`config.mk`:
```
export PLATFORM = sky130hd
export DESIGN_NAME = mpst_ram
export DESIGN_NICKNAME = d
export VERILOG_FILES = /design/src/hdl/mpst_ram.sv
export SDC_FILE = /design/constraint.sdc
export NUM_CORES = 1
export LEC_CHECK = 0
export ABC_AREA = 1
export BUFFER_PORTS_ARGS = -buffer_cell sky130_fd_sc_hd__buf_2
export CORE_MARGIN = 2
export CORE_UTILIZATION = 37
export CTS_CLUSTER_SIZE = 10
export DETAILED_ROUTE_END_ITERATION = 7
export PLACE_DENSITY = 0.55
export SLEW_MARGIN = 20
export SYNTH_ARGS = -nofsm -noshare
export SYNTH_HDL_FRONTEND = slang
export SYNTH_SLANG_ARGS = --single-unit
```
`constraint.sdc`:
```
create_clock -name clk -period 1.1 [get_ports clk]
set_input_delay 0.055 -clock clk [delete_from_list [all_inputs] [get_ports clk]]
set_output_delay 0.055 -clock clk [all_outputs]
set_load 0.05 [all_outputs]
```
`src/hdl/mpst_ram.sv`:
```
`timescale 1ns / 1ps
`default_nettype none
// ----------------------------------------------------------------------------
// mpst_ram
// Generic single write port RAM with registered read.
// ----------------------------------------------------------------------------
module mpst_ram #(
  parameter int WIDTH = 8,
  parameter int DEPTH = 16
) (
  input  wire logic                     clk,
  input  wire logic                     we,
  input  wire logic [$clog2(DEPTH)-1:0] waddr,
  input  wire logic [WIDTH-1:0]         wdata,
  input  wire logic [$clog2(DEPTH)-1:0] raddr,
  output logic      [WIDTH-1:0]         rdata
);

  logic [WIDTH-1:0] mem [DEPTH];

  always_ff @(posedge clk) begin
    if (we) begin
      mem[waddr] <= wdata;
    end
    rdata <= mem[raddr];
  end

endmodule
`default_nettype wire

```
Yosys cells after proc, flatten, opt, wreduce, memory -nomap -nowiden
Memories as Yosys holds them, arrays and structs flattened. A register that Yosys moved wholly into a read port is not among the register bits.
Index checks and enable logic that the tools add are counted.
Word-level totals
  register bits after elaboration: 0
  bits in writable memories: 128
  input port bits: 18
  output and inout bits: 8
  logic and storage cells: 3
  memories kept: 1
Cells by class
  mux-type cells: 2
Memories
  mem: words 16, width 8, rd ports 1, clocked after Yosys merged registers in 1, write ports 1, RTL line 19  | logic [WIDTH-1:0] mem [DEPTH];
Operator list (count)
  $mux 1: 2

Depth between registers and ports, before layout
  word-level depth: 2
  depth in mapped cells: 8

Worst setup path before layout
OpenSTA, ideal clock, no wires.
  path kind: input port to flip-flop
  from: input port waddr[3]
  to: memory mem[4][0], enable pin
  library setup time: 0.370 ns
  data arrival time: 0.636 ns
  path slack: 0.094 ns
  stages on the path: 2
  path buffers: 0
  cells stage by stage: nand3b_1 nor2_1
RTL lines
  from (decl): RTL line 13  | input wire logic [$clog2(DEPTH)-1:0] waddr,
  to (decl): RTL line 19
Straight into the memory's write port.

Worst setup path after layout
  from: register rdata[5] (read register of mem)
  to: output port rdata[5]
RTL lines
  from (decl): RTL line 16  | output logic [WIDTH-1:0] rdata
No word-level cell between the ends.

==> qor.txt <==
run status -> finished, final reports clean
RSZ-0062 raised after global routing -> no
Longest Clk Path Bufs -> 2
DRT iter0 DRCs -> 431
leak pwr -> 2.95 nW
antenna-violating nets left -> 0
Seq/Total Area, Yosys -> 0.694
largest family of logic cells by synthesized area -> simple AND/OR/NAND/NOR gates
buffers plus inverters on the worst setup path -> 1
initial antenna violation count -> 0
Crit path max-delay family -> flip-flops
Die Height -> 129 um
H-tree depth -> 4
CTS tree -> built
Yosys reg bits -> 136
vias per cell -> 4.74
Synth cell types -> 12
first-pass GRT wire length -> 20700 um
number of remaining DRC errors -> 0
GR Overflow Total -> 0
Clock Skew -> 0.00970 ns
Final Hold Viols -> 0
final setup fails -> 0
CP startpoint kind -> flip-flop
chip width -> 129 um
Port Buffers -> 25
Die Footprint -> 0.0166 mm2
crit share post-route -> 0.961
synth-to-layout area growth -> 18.1%
Root Buffer -> clkbuf_16
Multi-input gate area -> 0.00121 mm2
fillers -> 1435
maxcap violations -> 0
Simple-Gate Fraction of Synth Area -> 0.210
Final TNS setup -> 0 ns
Syn. warnings -> 0
layout cell share with drive strength beyond 1 -> 0.137
via count -> 3789
CP Cell Sequence -> clkbuf_4
vias in the first global route -> 3616
Rel. slew slack -> 0.719
hpwl dp -> 8550 um
Core ar. -> 0.0152 mm2
Post-Layout Cell Count -> 800
mux contribution to synthesized area -> 0
Cells after Synth -> 551
Yosys top cell by area -> edfxtp_1
Hold-fix buffers, CTS -> 0
Final Max Tran Viols -> 0
Setup CP Type -> flip-flop to output port
Synth Area in Compound Gates -> 0
IO Count -> 26
Post-Syn Nets -> 569
row count -> 45
final core utilization -> 0.448
worst endpoint required time -> 1.04 ns
Final nets -> 618
max frequency -> 946 MHz
Slew @ Worst Pin -> 0.421 ns
min Tclk post-route -> 1.06 ns
area share of the largest cell type after synthesis -> 0.667
VDD IR max -> 1120 uV
cell count after placement -> 769
WL per Instance -> 16.7 um
first-pass detailed-route iteration total -> 6
setup slack, reg-to-reg -> 0.10 ns
post-synthesis xor/xnor area fraction -> 0
antenna fix cells -> 0
WL final -> 13400 um
pin count of the biggest net entering global routing -> 63
crit-path max FO -> 1
Slowest cell on crit path -> dfxtp_1
clk sink count -> 136
Max stage delay on crit path -> 0.35 ns
Worst Setup Slack, final -> 0.0428 ns
Synth Area in Adders -> 0
sequential cell area -> 0.00400 mm2
nature of the critical path endpoint -> output port
Placer Congestion -> 0.817
setup bufs post-CTS -> 0
Synth Cell Area -> 0.00577 mm2
Starting Density -> 0.379
Worst-Skew Late Latency -> 0.42 ns
All-Layer GR Usage -> 0.172
Arr. time, crit path -> 1.00 ns
Place WS -> -0.0506 ns
Synth area leaders -> edfxtp_1 (67%), nand2_1 (11%), nand3_1 (8.4%)
clock transition at the registers of the reported paths -> 0.06 ns
mean post-synth cell area -> 10.5 um2
Inserted Clock Buffers -> 17
class of the worst hold path -> input pin to flip-flop
pwr dens -> 1770 mW/mm2
==> synthesized netlist by cell type <==
library cell	instances
edfxtp_1	128
buf_4	4
inv_1	100
nand3_1	97
nand2_1	173
buf_1	1
inv_2	2
nor2_1	17
dfxtp_1	8
buf_6	6
nand3b_1	2
buf_2	13
==> power by group <==
group | switching (mW) | total (mW) | leakage, nW | internal, mW
Sequential | 0.0364 | 5.83 | 1.22 | 5.79
Clock | 2.07 | 5.37 | 0.259 | 3.30
Combinational | 0.607 | 0.859 | 1.46 | 0.252
Total | 2.71 | 12.1 | 2.95 | 9.34
==> worst paths after layout <==
check | start | endpoint | cells past startpoint
max | rdata[5]$_DFF_P_ | rdata[5] | 1
min reg2reg | mem[10][3]$_DFFE_PP_ | rdata[3]$_DFF_P_ | 6
max reg2reg | mem[1][7]$_DFFE_PP_ | rdata[7]$_DFF_P_ | 6
min | wdata[4] | mem[1][4]$_DFFE_PP_ | 1
==> flip-flops by register name, indices dropped and copies added (netlist names) <==
register  count
mem         128
rdata         8
==> area by class of cell <==
class | instances | area share
flip-flops and latches | 136 | 0.588
multi-input cells | 289 | 0.178
clock buffers | 18 | 0.0630
repair buffers | 54 | 0.0606
inverters | 102 | 0.0562
well taps | 188 | 0.0345
clock inverters | 13 | 0.0195
==> cells in the final DEF, fill, tap and decap left out, drive strengths merged <==
cell      synthesis  routed
nand3b            2       2
nand3            97      97
edfxtp          128     128
clkinvlp          0       5
clkinv            0       6
clkbuf            0      20
nand2           173     173
dfxtp             8       8
buf              24      52
inv             102     102
nor2             17      17
bufinv            0       2
==> repair_timing <==
| action | in CTS | in global routing |
|---|---|---|
| endpoints found under the hold margin | 0 | 0 |
| resized for setup | 1 | 2 |
| setup endpoints to repair | 1 | 2 |
==> cell families (layout without fill, tap and decap cells) <==
| kind of cell | count (synthesis) | after routing |
|---|---|---|
| buffers and inverters | 126 | 187 |
| DFF | 136 | 136 |
| and+or+nand+nor | 289 | 289 |
==> routing by layer <==
layer / up-vias / share of wire / track usage
met5: - / 0 / 0
met4: 0 / 0.011 / 0.0575
met3: 11 / 0.053 / 0.0399
met2: 100 / 0.47 / 0.269
met1: 1810 / 0.46 / 0.238
li1: 1868 / - / -
==> stage by stage <==
stage | power (mW) | hold WS (ns) | instance area [um2]
2_1_floorplan | 6.46 | 0.154 | 5770
3_3_place_gp | 6.79 | 0.447 | 6240
3_5_place_dp | 6.80 | 0.448 | 6240
4_1_cts | 12.2 | 0.00226 | 6810
5_1_grt | 12.5 | 0.0130 | 6810
6_report | 12.1 | 0.0170 | 6810
(Power assumes the default switching activity.)
